## src/design/lpg_pkg.sv

```systemverilog
// ----------------------------------------------------------------------------
// Line pixel generator package
// Widths, register indexes, reset values and shared types of the line engine.
// ----------------------------------------------------------------------------
package lpg_pkg;

   localparam int COORD_BITS = 12;
   localparam int COLOR_BITS = 32;

   localparam int ERR_BITS    = COORD_BITS + 1;
   localparam int DIM_BITS    = 12;
   localparam int PITCH_BITS  = 14;
   localparam int BPP_BITS    = 3;
   localparam int OFFSET_BITS = 24;

   localparam int CSR_INDEX_BITS = 2;
   localparam int CSR_DATA_BITS  = 14;

   localparam int CMP_BITS = (COORD_BITS > DIM_BITS) ? COORD_BITS : DIM_BITS;
   localparam int SUM_BITS = (COORD_BITS + PITCH_BITS > OFFSET_BITS) ?
                             (COORD_BITS + PITCH_BITS) : OFFSET_BITS;

   localparam logic CMD_START   = 1'b0;
   localparam logic CMD_ADVANCE = 1'b1;

   localparam logic [CSR_INDEX_BITS-1:0] REG_SCREEN_WIDTH    = 2'd0;
   localparam logic [CSR_INDEX_BITS-1:0] REG_SCREEN_HEIGHT   = 2'd1;
   localparam logic [CSR_INDEX_BITS-1:0] REG_ROW_PITCH       = 2'd2;
   localparam logic [CSR_INDEX_BITS-1:0] REG_BYTES_PER_PIXEL = 2'd3;

   localparam logic [DIM_BITS-1:0]   WIDTH_RESET  = 12'd640;
   localparam logic [DIM_BITS-1:0]   HEIGHT_RESET = 12'd480;
   localparam logic [PITCH_BITS-1:0] PITCH_RESET  = 14'd2560;
   localparam logic [BPP_BITS-1:0]   BPP_RESET    = 3'd4;

   typedef struct packed {
      logic signed [COORD_BITS-1:0] x;
      logic signed [COORD_BITS-1:0] y;
      logic [COLOR_BITS-1:0]        color;
      logic                         last;
   } pixel_type;

endpackage

```

## src/design/line_pixel_generator_unit.sv

```systemverilog
// ----------------------------------------------------------------------------
// Line pixel generator unit
// Bresenham line stepper that turns start and advance commands into pixels
// with clip flag and frame buffer byte offset.
// ----------------------------------------------------------------------------
// A pixel passes through the pixel register and then the response register.
// One request per cycle while req_ready is high; a start, or an advance while
// busy, updates the line state on accept. The offset multiply sits in the
// second stage, after the pixel register. Reset clears the busy flag and stage
// valids; screen registers load 640 by 480, a 2560 byte pitch, 4 bytes/pixel.
module line_pixel_generator_unit
   import lpg_pkg::*;
(
   input  logic                         clock,
   input  logic                         reset,

   input  logic                         req_valid,
   output logic                         req_ready,
   input  logic                         req_cmd,
   input  logic signed [COORD_BITS-1:0] req_x_start,
   input  logic signed [COORD_BITS-1:0] req_y_start,
   input  logic signed [COORD_BITS-1:0] req_x_end,
   input  logic signed [COORD_BITS-1:0] req_y_end,
   input  logic [COLOR_BITS-1:0]        req_color,

   output logic                         rsp_valid,
   input  logic                         rsp_ready,
   output logic signed [COORD_BITS-1:0] rsp_pixel_x,
   output logic signed [COORD_BITS-1:0] rsp_pixel_y,
   output logic                         rsp_inside_res,
   output logic [OFFSET_BITS-1:0]       rsp_byte_offset,
   output logic [COLOR_BITS-1:0]        rsp_pixel_value,
   output logic                         rsp_last,

   input  logic                         csr_write_en,
   input  logic [CSR_INDEX_BITS-1:0]    csr_index,
   input  logic [CSR_DATA_BITS-1:0]     csr_wdata
);

   logic [DIM_BITS-1:0]   width_ff, width_in;
   logic [DIM_BITS-1:0]   height_ff, height_in;
   logic [PITCH_BITS-1:0] pitch_ff, pitch_in;
   logic [BPP_BITS-1:0]   bpp_ff, bpp_in;

   logic [COORD_BITS-1:0] cur_x_ff, cur_x_in;
   logic [COORD_BITS-1:0] cur_y_ff, cur_y_in;
   logic [COORD_BITS-1:0] tgt_x_ff, tgt_x_in;
   logic [COORD_BITS-1:0] tgt_y_ff, tgt_y_in;
   logic [COORD_BITS-1:0] major_ff, major_in;
   logic [COORD_BITS-1:0] minor_ff, minor_in;
   logic [ERR_BITS-1:0]   err_ff, err_in;
   logic [1:0]            step_x_ff, step_x_in;
   logic [1:0]            step_y_ff, step_y_in;
   logic                  x_major_ff, x_major_in;
   logic                  busy_ff, busy_in;
   logic [COLOR_BITS-1:0] color_ff, color_in;

   pixel_type             pix_ff, pix_in;
   logic                  pix_valid_ff, pix_valid_in;

   logic                         rsp_valid_ff, rsp_valid_in;
   logic signed [COORD_BITS-1:0] rsp_x_ff, rsp_x_in;
   logic signed [COORD_BITS-1:0] rsp_y_ff, rsp_y_in;
   logic                         rsp_inside_ff, rsp_inside_in;
   logic [OFFSET_BITS-1:0]       rsp_offset_ff, rsp_offset_in;
   logic [COLOR_BITS-1:0]        rsp_value_ff, rsp_value_in;
   logic                         rsp_last_ff, rsp_last_in;

   logic                  accept;
   logic                  is_start;
   logic                  pix_go;
   logic                  out_free;
   logic                  pix_move;

   logic [COORD_BITS:0]   dx, dy, neg_dx, neg_dy;
   logic [COORD_BITS-1:0] adx, ady;
   logic                  st_x_major;
   logic [COORD_BITS-1:0] st_major;

   logic [ERR_BITS-1:0]   err_sum;
   logic                  minor_step;
   logic [COORD_BITS-1:0] x_inc, y_inc;
   logic                  at_end_next;

   logic                  on_screen;
   logic [CMP_BITS-1:0]   x_cmp, y_cmp;
   logic [SUM_BITS-1:0]   y_term, x_term, offset_sum;

   // Request and response handshakes
   assign accept    = req_valid && req_ready;
   assign is_start  = (req_cmd == CMD_START);
   assign pix_go    = accept && (is_start || busy_ff);
   assign out_free  = !rsp_valid_ff || rsp_ready;
   assign pix_move  = pix_valid_ff && out_free;
   assign req_ready = !pix_valid_ff || out_free;

   // Configuration registers
   always_comb begin
      width_in  = width_ff;
      height_in = height_ff;
      pitch_in  = pitch_ff;
      bpp_in    = bpp_ff;
      if (csr_write_en) begin
         unique case (csr_index)
            REG_SCREEN_WIDTH:    width_in  = csr_wdata[DIM_BITS-1:0];
            REG_SCREEN_HEIGHT:   height_in = csr_wdata[DIM_BITS-1:0];
            REG_ROW_PITCH:       pitch_in  = csr_wdata[PITCH_BITS-1:0];
            REG_BYTES_PER_PIXEL: bpp_in    = csr_wdata[BPP_BITS-1:0];
            default:             width_in  = width_ff;
         endcase
      end
   end

   // Line setup
   always_comb begin
      dx     = {req_x_end[COORD_BITS-1], req_x_end} - {req_x_start[COORD_BITS-1], req_x_start};
      dy     = {req_y_end[COORD_BITS-1], req_y_end} - {req_y_start[COORD_BITS-1], req_y_start};
      neg_dx = -dx;
      neg_dy = -dy;
      adx    = dx[COORD_BITS] ? neg_dx[COORD_BITS-1:0] : dx[COORD_BITS-1:0];
      ady    = dy[COORD_BITS] ? neg_dy[COORD_BITS-1:0] : dy[COORD_BITS-1:0];
      st_x_major = (ady < adx);
      st_major   = st_x_major ? adx : ady;
   end

   // Bresenham step
   always_comb begin
      err_sum    = err_ff + {1'b0, minor_ff};
      minor_step = (err_sum > {1'b0, major_ff});
      x_inc      = {{(COORD_BITS-2){step_x_ff[1]}}, step_x_ff};
      y_inc      = {{(COORD_BITS-2){step_y_ff[1]}}, step_y_ff};
   end

   always_comb begin
      cur_x_in   = cur_x_ff;
      cur_y_in   = cur_y_ff;
      tgt_x_in   = tgt_x_ff;
      tgt_y_in   = tgt_y_ff;
      major_in   = major_ff;
      minor_in   = minor_ff;
      err_in     = err_ff;
      step_x_in  = step_x_ff;
      step_y_in  = step_y_ff;
      x_major_in = x_major_ff;
      color_in   = color_ff;
      if (is_start) begin
         cur_x_in   = req_x_start;
         cur_y_in   = req_y_start;
         tgt_x_in   = req_x_end;
         tgt_y_in   = req_y_end;
         x_major_in = st_x_major;
         major_in   = st_major;
         minor_in   = st_x_major ? ady : adx;
         err_in     = {2'b00, st_major[COORD_BITS-1:1]};
         step_x_in  = (dx == '0) ? 2'b00 : (dx[COORD_BITS] ? 2'b11 : 2'b01);
         step_y_in  = (dy == '0) ? 2'b00 : (dy[COORD_BITS] ? 2'b11 : 2'b01);
         color_in   = req_color;
      end else begin
         err_in = minor_step ? (err_sum - {1'b0, major_ff}) : err_sum;
         if (x_major_ff || minor_step) begin
            cur_x_in = cur_x_ff + x_inc;
         end
         if (!x_major_ff || minor_step) begin
            cur_y_in = cur_y_ff + y_inc;
         end
      end
      at_end_next = x_major_in ? (cur_x_in == tgt_x_in) : (cur_y_in == tgt_y_in);
      busy_in     = !at_end_next;
   end

   // Pixel register
   always_comb begin
      pix_in.x     = cur_x_in;
      pix_in.y     = cur_y_in;
      pix_in.color = color_in;
      pix_in.last  = at_end_next;
      if (pix_go) begin
         pix_valid_in = 1'b1;
      end else if (pix_move) begin
         pix_valid_in = 1'b0;
      end else begin
         pix_valid_in = pix_valid_ff;
      end
   end

   // Clip test and byte offset
   always_comb begin
      x_cmp     = CMP_BITS'(pix_ff.x[COORD_BITS-2:0]);
      y_cmp     = CMP_BITS'(pix_ff.y[COORD_BITS-2:0]);
      on_screen = !pix_ff.x[COORD_BITS-1] && !pix_ff.y[COORD_BITS-1] &&
                  (x_cmp < CMP_BITS'(width_ff)) && (y_cmp < CMP_BITS'(height_ff));
      y_term     = SUM_BITS'(pix_ff.y[COORD_BITS-2:0]) * SUM_BITS'(pitch_ff);
      x_term     = SUM_BITS'(pix_ff.x[COORD_BITS-2:0]) * SUM_BITS'(bpp_ff);
      offset_sum = y_term + x_term;

      rsp_x_in      = pix_ff.x;
      rsp_y_in      = pix_ff.y;
      rsp_inside_in = on_screen;
      rsp_offset_in = on_screen ? offset_sum[OFFSET_BITS-1:0] : '0;
      rsp_value_in  = pix_ff.color;
      rsp_last_in   = pix_ff.last;
      if (pix_move) begin
         rsp_valid_in = 1'b1;
      end else if (rsp_ready) begin
         rsp_valid_in = 1'b0;
      end else begin
         rsp_valid_in = rsp_valid_ff;
      end
   end

   always_ff @(posedge clock) begin
      if (reset) begin
         width_ff     <= WIDTH_RESET;
         height_ff    <= HEIGHT_RESET;
         pitch_ff     <= PITCH_RESET;
         bpp_ff       <= BPP_RESET;
         busy_ff      <= 1'b0;
         pix_valid_ff <= 1'b0;
         rsp_valid_ff <= 1'b0;
      end else begin
         width_ff     <= width_in;
         height_ff    <= height_in;
         pitch_ff     <= pitch_in;
         bpp_ff       <= bpp_in;
         pix_valid_ff <= pix_valid_in;
         rsp_valid_ff <= rsp_valid_in;
         if (pix_go) begin
            busy_ff <= busy_in;
         end
      end
   end

   always_ff @(posedge clock) begin
      if (pix_go) begin
         cur_x_ff   <= cur_x_in;
         cur_y_ff   <= cur_y_in;
         tgt_x_ff   <= tgt_x_in;
         tgt_y_ff   <= tgt_y_in;
         major_ff   <= major_in;
         minor_ff   <= minor_in;
         err_ff     <= err_in;
         step_x_ff  <= step_x_in;
         step_y_ff  <= step_y_in;
         x_major_ff <= x_major_in;
         color_ff   <= color_in;
         pix_ff     <= pix_in;
      end
      if (pix_move) begin
         rsp_x_ff      <= rsp_x_in;
         rsp_y_ff      <= rsp_y_in;
         rsp_inside_ff <= rsp_inside_in;
         rsp_offset_ff <= rsp_offset_in;
         rsp_value_ff  <= rsp_value_in;
         rsp_last_ff   <= rsp_last_in;
      end
   end

   assign rsp_valid       = rsp_valid_ff;
   assign rsp_pixel_x     = rsp_x_ff;
   assign rsp_pixel_y     = rsp_y_ff;
   assign rsp_inside_res  = rsp_inside_ff;
   assign rsp_byte_offset = rsp_offset_ff;
   assign rsp_pixel_value = rsp_value_ff;
   assign rsp_last        = rsp_last_ff;

endmodule

```

## config.mk

```make
export PLATFORM = sky130hd
export DESIGN_NAME = line_pixel_generator_unit
export DESIGN_NICKNAME = d
export VERILOG_FILES = /design/src/design/lpg_pkg.sv /design/src/design/line_pixel_generator_unit.sv
export SDC_FILE = /design/constraint.sdc
export NUM_CORES = 1
export LEC_CHECK = 0
export ABC_CLOCK_PERIOD_IN_PS = 14900
export BUFFER_PORTS_ARGS = -buffer_cell sky130_fd_sc_hd__buf_2
export CAP_MARGIN = 20
export CORE_ASPECT_RATIO = 1.25
export CORE_UTILIZATION = 25
export CTS_BUF_LIST = sky130_fd_sc_hd__clkbuf_8
export CTS_CLUSTER_DIAMETER = 30
export DETAILED_ROUTE_END_ITERATION = 10
export SKIP_CTS_REPAIR_TIMING = 1
export SLEW_MARGIN = 20
export SYNTH_ARGS = -nofsm -noshare
export SYNTH_HDL_FRONTEND = slang
export SYNTH_SLANG_ARGS = --single-unit
```

## constraint.sdc

```tcl
create_clock -name clock -period 14.9 [get_ports clock]
set_input_delay 0.745 -clock clock [delete_from_list [all_inputs] [get_ports clock]]
set_output_delay 0.745 -clock clock [all_outputs]
set_load 0.01 [all_outputs]
```

* Word level (Yosys, flattened, before mapping) *
Cells that the tools add are included.

storage, ports and cells
  word-level logic and storage cells = 95
  flip-flop bits (word level) = 249

operators by class
  equality and inequality tests = 5
  add/subtract/negate cells = 9
  order comparisons = 4
  reductions and logical operators = 27
  $mul = 2
  bitwise logic cells = 1
  mux-type cells = 21

operator list
  kind                count
  $mux 12             10
  $mux 32             1
  $logic_not 13->1    2
  $sub 12x12->13      2
  $add 12x12->12      2
  $add 24x14->24      1
  $eq 12x12->1        2
  $lt 11x12->1        2
  $mul 11x14->24      1
  $neg 12->12         2
  $mul 11x3->14       1
  $add 13x12->13      1
  $gt 13x12->1        1
  $mux 13             1
  $sub 13x12->13      1
  $lt 12x12->1        1
  $mux 11             1
  $reduce_and 2->1    5
  $logic_and 1x1->1   6
  $logic_not 1->1     6
  $mux 1              6
  $logic_or 1x1->1    5
  $eq 2x2->1 const B  2
  $mux 2              2
  other kinds (4)     5

* Depth between registers and ports, before layout *
  depth after elaboration = 8
  gate-level depth with buffers = 26

* Least setup slack after synthesis *
No wires, ideal clock.

  path type = register to register
  from = reg pix_ff (netlist bit rsp_y_in[5])
  to = reg rsp_offset_ff[23] (netlist: rsp_byte_offset[23]), data pin
  library setup time = 0.266 ns
  period minus slack after synthesis = 6.197 ns
  arrival = 5.931 ns
  stages on the path, launching flop included = 21
  setup slack = 8.703 ns
  cell sequence = edfxtp_1 > clkbuf_1 > clkbuf_1 > nand2_1 > fa_1 > fa_1 > inv_1 > fa_1 > fa_1 > fa_1 > inv_1 > fa_1 > inv_1 > ha_1 > and3_1 > a2111oi_0 > o31ai_1 > a41o_1 > o41ai_1 > xnor2_1 > nor2_1

between the ends
  word-level cells in the longest chain between the ends = 2
  elaborated cells between the ends (all ways) = 4
  those cells by class = add/sub (1); mul (1); order compare (1); reduce/logical (1)

RTL lines
  what                                                        RTL line                                                            RTL
  start: declaration                                          line_pixel_generator_unit.sv:58                                     pixel_type pix_ff, pix_in;
  start signal: assignment                                    line_pixel_generator_unit.sv:246                                    pix_ff <= pix_in;
  $mul 11x14->24 / $lt 11x12->1 (equally long branches)       line_pixel_generator_unit.sv:192, line_pixel_generator_unit.sv:191
  $add 24x14->24 / $logic_and 1x1->1 (equally long branches)  line_pixel_generator_unit.sv:194, line_pixel_generator_unit.sv:191
  end signal: assignment                                      line_pixel_generator_unit.sv:252                                    rsp_offset_ff <= rsp_offset_in;
  end: declaration                                            line_pixel_generator_unit.sv:65                                     logic [OFFSET_BITS-1:0] rsp_offset_ff, rsp_offset_in;

Parallel ways exist; a longest one is shown, timed or not.
A chain may end at the register's enable or synchronous reset.

* Worst setup path after layout *
  from = reg pix_ff (netlist bit rsp_y_in[2])
  to = reg rsp_offset_ff[23] (netlist: rsp_byte_offset[23]), data pin

Same word-level chain as after synthesis.

==> results.txt <==
* Number of global-route vias before repair: 15.61k
- The first global-routing pass estimated around 90000 µm of wire.
- Cell count of the worst reg-to-reg path: 21
* Fraction of registers with async set/reset: 0%
* Crit end category: flop
- Dpl cell area: 0.02255 mm²
* Startpoint-to-endpoint class of the critical path: reg -> reg
* Setup ws final: roughly 8000 ps
- Measured along the y axis, the die boundary spans ~320 µm.
- Net switching share of the total power: a little over two fifths
- Cell count after synthesis: 2070
- Clock Sink Count: roughly 250
- The worst pin sits at a relative slew slack of between 30 and 40%.
* Number of buffers on the longest clock path: 3
- Fill cells: between 8k and 9k
- The final layout contains around 2.7k nets.
* NetSw: 1.670 mW
- edfxtp_1 takes more of the synthesized area than any other cell.
- Die X-Extent: between 200 and 300 µm
- Average wire per cell in the routed design: ~17 µm
- The worst setup path is launched from a flop.
- For this run, the slowest stage of the critical path takes between 800 and 900 ps.
- Internal power comes to ~2.3 mW.
- For this design the static power due to leakage is 10.47 nW.
- Share of synthesized area occupied by flip-flops and latches: 34.46%
- The average instance in the mapped netlist occupies 9.865 µm².
- Worst endpoint data arrival time: roughly 7400 ps
* Count of warnings emitted by yosys: 0
- Across the run, the number of max-cap violations was 0.
* Highest net fanout along the worst path: 18
* Portion of total power attributed to the clock network: ~22%
- Root Buffer: clkbuf_8
- Entering global routing, the biggest net connects 66 pins.
- In this run the most critical hold path is launched from req_color[2].
- Total power for the finished layout comes to ~4 mW.
- Max frequency: about 0.14 GHz
* Total Die Area: about 0.083 mm²
- IR analysis of the VDD net gives a maximum drop of roughly 0.11 mV.
- Worst-path cell chain: nand2_1 > fa_1 > inv_1 > fa_1 > ha_1 > inv_1 > fa_1 > fa_1 > fa_1 > inv_1 > ha_1 > a21oi_1 > o21bai_1 > a21oi_1 > o21ai_0 > a2111oi_0 > o31ai_1 > a41o_1 > o41ai_1 > xnor2_1 > nor2_1
- Reg2Reg Launch Point: rsp_y_in[2]$_DFFE_PP_
- Across the whole layout, storage elements account for 0.007037 mm².
* Top cells by area, synth: edfxtp_1, fa_1, ha_1, inv_1, dfxtp_1
- In the final timing run, aggregate negative setup slack is 0 ps.
- The floorplan has 116 rows.
- The count of nets left with antenna violations once routing finished came out at 0.
* CTS tree: done
- For hold timing, the worst endpoint is rsp_value_in[2]$_DFFE_PP_.
- Number of optimization iterations in the first detailed-route pass: 5
- At the pin with the least slew margin, the transition time is around 1000 ps.
- Crit path time final: approximately 7000 ps
* Share of post-route cells with drive strength above 1: between 10 and 15%
- The commonest cells after synthesis are inv_1, nand2_1, edfxtp_1, ha_1, fa_1.
* Worst endpoint required time: about 15000 ps
* Number of distinct library cell variants in the gate-level netlist after synthesis: 76
- Path class of the lowest-slack min-delay path: in -> reg
* Most used cell, CP: fa_1
* IO buf count: between 150 and 200
- The finished cells cover ~0.024 mm².
- Register-to-register setup slack: roughly 7800 ps
* Total global routing track utilization: between 10% and 20%
- In this run the biggest area consumer among cell types represents roughly 30% of the synthesized area.
- Worst hold path stage count: 1
* Total clock buffers created by CTS: 57
* Congestion Overflow GR: 0
* Capture point of the worst reg-to-reg path: rsp_byte_offset[23]$_SDFFCE_PN0P_
- H-tree levels: 2
- The most common cell in the synthesized netlist is inv_1.
- Register bit count reported by yosys: 249
- Register share of total power: 24.1%
- OpenSTA, run right after detailed placement, puts the worst setup slack at a little under 8000 ps.
- Starting density of the core: 25.40%
- Master of the slowest instance on the critical path: a2111oi_0
* 1st-iter DRT viols: around 990
- Summing over every cut layer, the via total after detailed routing is around 15k.
- In the synthesized netlist the dominant register cell turns out to be edfxtp_1.
- At the end of the flow the core is filled with cells to about 30%.
- The multi-input combinational cells in the finished layout cover a total of roughly 0.012 mm².
- DR vias/cell: approximately 4.5
* I/O pins: 186
- Result of the run: completed
- Clock slew at the register clock pins of the worst setup and hold paths: approximately 60 ps
- Weighted congestion at the end of routability-driven global placement: approximately 0.84
* Cell area after synthesis: 0.02042 mm²
- Max-slew violations: 0
- Wire length reported by the detailed router: 58310 µm
* Power density of the placed cells: about 170 mW/mm²
* Clock Latency Late Sink: 660 ps
* Worst Skew: 35.40 ps
- Detailed placement finished with a half-perimeter wire length of 45890 µm.
* Fraction of the cycle the final worst path needs: about 47%
- In the routed design, unresolved DRC markers number 0.
- In this run, synthesis inferred just over 200 flip-flops with an integrated enable.
- Post-Synthesis Net Count: between 2k and 3k
- Core Region: slightly above 0.08 mm²
- Final Hold Fails: 0
- Area grow syn2layout: 16.70%
- Setup repair after global routing left no endpoint under its margin.
* Part of the total power dissipated in combinational logic: a little over half
- The number of antenna violations at the first check in global routing is 7.
* Finish-stage setup viols: 0
-- cell families after synthesis --
| family | count (synthesis) | share of synthesized area (%) |
|---|---|---|
| AND/OR/NAND/NOR | 637 | 15.02 |
| buffers and inverters | 347 | 6.415 |
| AO/OA/AOI/OAI | 330 | 10.52 |
| adder cells (fa/ha/maj) | 328 | 25.36 |
| flip-flops | 249 | 34.46 |
| XOR/XNOR | 119 | 5.104 |
| multiplexers | 60 | 3.125 |
-- cell type report --
| type | count | share of cell area [%] |
|---|---|---|
| repair buffers | 200 | 4.368 |
| diodes | 2 | 0.02100 |
| clock buffers | 61 | 3.523 |
| multi-input cells | 1474 | 50.77 |
| inverters | 279 | 4.395 |
| clock inverters | 42 | 1.817 |
| well taps | 1062 | 5.576 |
| flip-flops and latches | 249 | 29.53 |
-- metrics by stage --
step,hold WS (ps),cells
2_1_floorplan,400.3,2070
3_3_place_gp,400.3,3264
3_5_place_dp,405.2,3264
4_1_cts,194.7,3367
5_1_grt,199.8,3367
6_report,268.1,3369
-- state kept, by name (all words and copies together), names as in the netlist, 2 cells and up --
register         cells
rsp_y_in            12
major_ff            12
err_ff              13
rsp_byte_offset     24
step_y_ff            2
tgt_y_ff            12
rsp_pixel_value     32
step_x_ff            2
height_ff           12
tgt_x_ff            12
rsp_value_in        32
rsp_pixel_x         12
bpp_ff               3
pitch_ff            14
rsp_x_in            12
width_ff            12
minor_ff            12
rsp_pixel_y         12
-- critical path: cells and delay by family, from the launching register on --
family | cells | cell delay, ps
AOI/OAI and AO/OA | 8 | 2450
DFF | 1 | 730
buffers and inverters | 3 | 140
and+or+nand+nor | 2 | 230
adders and majority gates | 7 | 3060
xor gates and xnor gates | 1 | 160
-- power groups by stage --
stage,Combinational [mW],Clock [mW],Sequential (mW)
after floorplan,1.67,0,0.929
after global placement,2.13,0,0.967
after detailed placement,2.14,0,0.968
after CTS,2.15,0.896,0.955
after global routing,2.42,0.922,0.964
final,2.14,0.864,0.954
-- routing by layer --
metal / up-vias / track usage, % / part of all wire, %
met3: 99 / 2.613 / 5.2
li1: 7409 / - / -
met5: - / 0 / 0.081
met2: 337 / 25.07 / 50
met4: 8 / 4.103 / 2.6
met1: 7311 / 17.29 / 42
-- how the worst max path moves through the flow --
stage / startpoint / to / slack, ps
2_1_floorplan: rsp_y_in[5]$_DFFE_PP_ / rsp_byte_offset[23]$_SDFFCE_PN0P_ / 8700
3_3_place_gp: rsp_y_in[2]$_DFFE_PP_ / rsp_byte_offset[23]$_SDFFCE_PN0P_ / 7850
3_5_place_dp: rsp_y_in[2]$_DFFE_PP_ / rsp_byte_offset[23]$_SDFFCE_PN0P_ / 7790
4_1_cts: rsp_y_in[2]$_DFFE_PP_ / rsp_byte_offset[23]$_SDFFCE_PN0P_ / 7770
5_1_grt: rsp_y_in[2]$_DFFE_PP_ / rsp_byte_offset[23]$_SDFFCE_PN0P_ / 7430
6_report: rsp_y_in[2]$_DFFE_PP_ / rsp_byte_offset[23]$_SDFFCE_PN0P_ / 7840
-- layout by cell type, fill, tap and decap left out, drive strengths merged, types with 18 or more instances in the layout --
cell type	count
nor2	132
buf	200
clkinv	18
ha	185
dfxtp	44
xor2	56
xnor2	63
o21ai	62
nand2	231
and2	106
a21oi	108
edfxtp	205
a21o	32
nand3	44
nor3	31
mux2i	30
clkbuf	61
inv	290
fa	143
mux2	30
No activity file was read; power rests on OpenSTA's default activity.
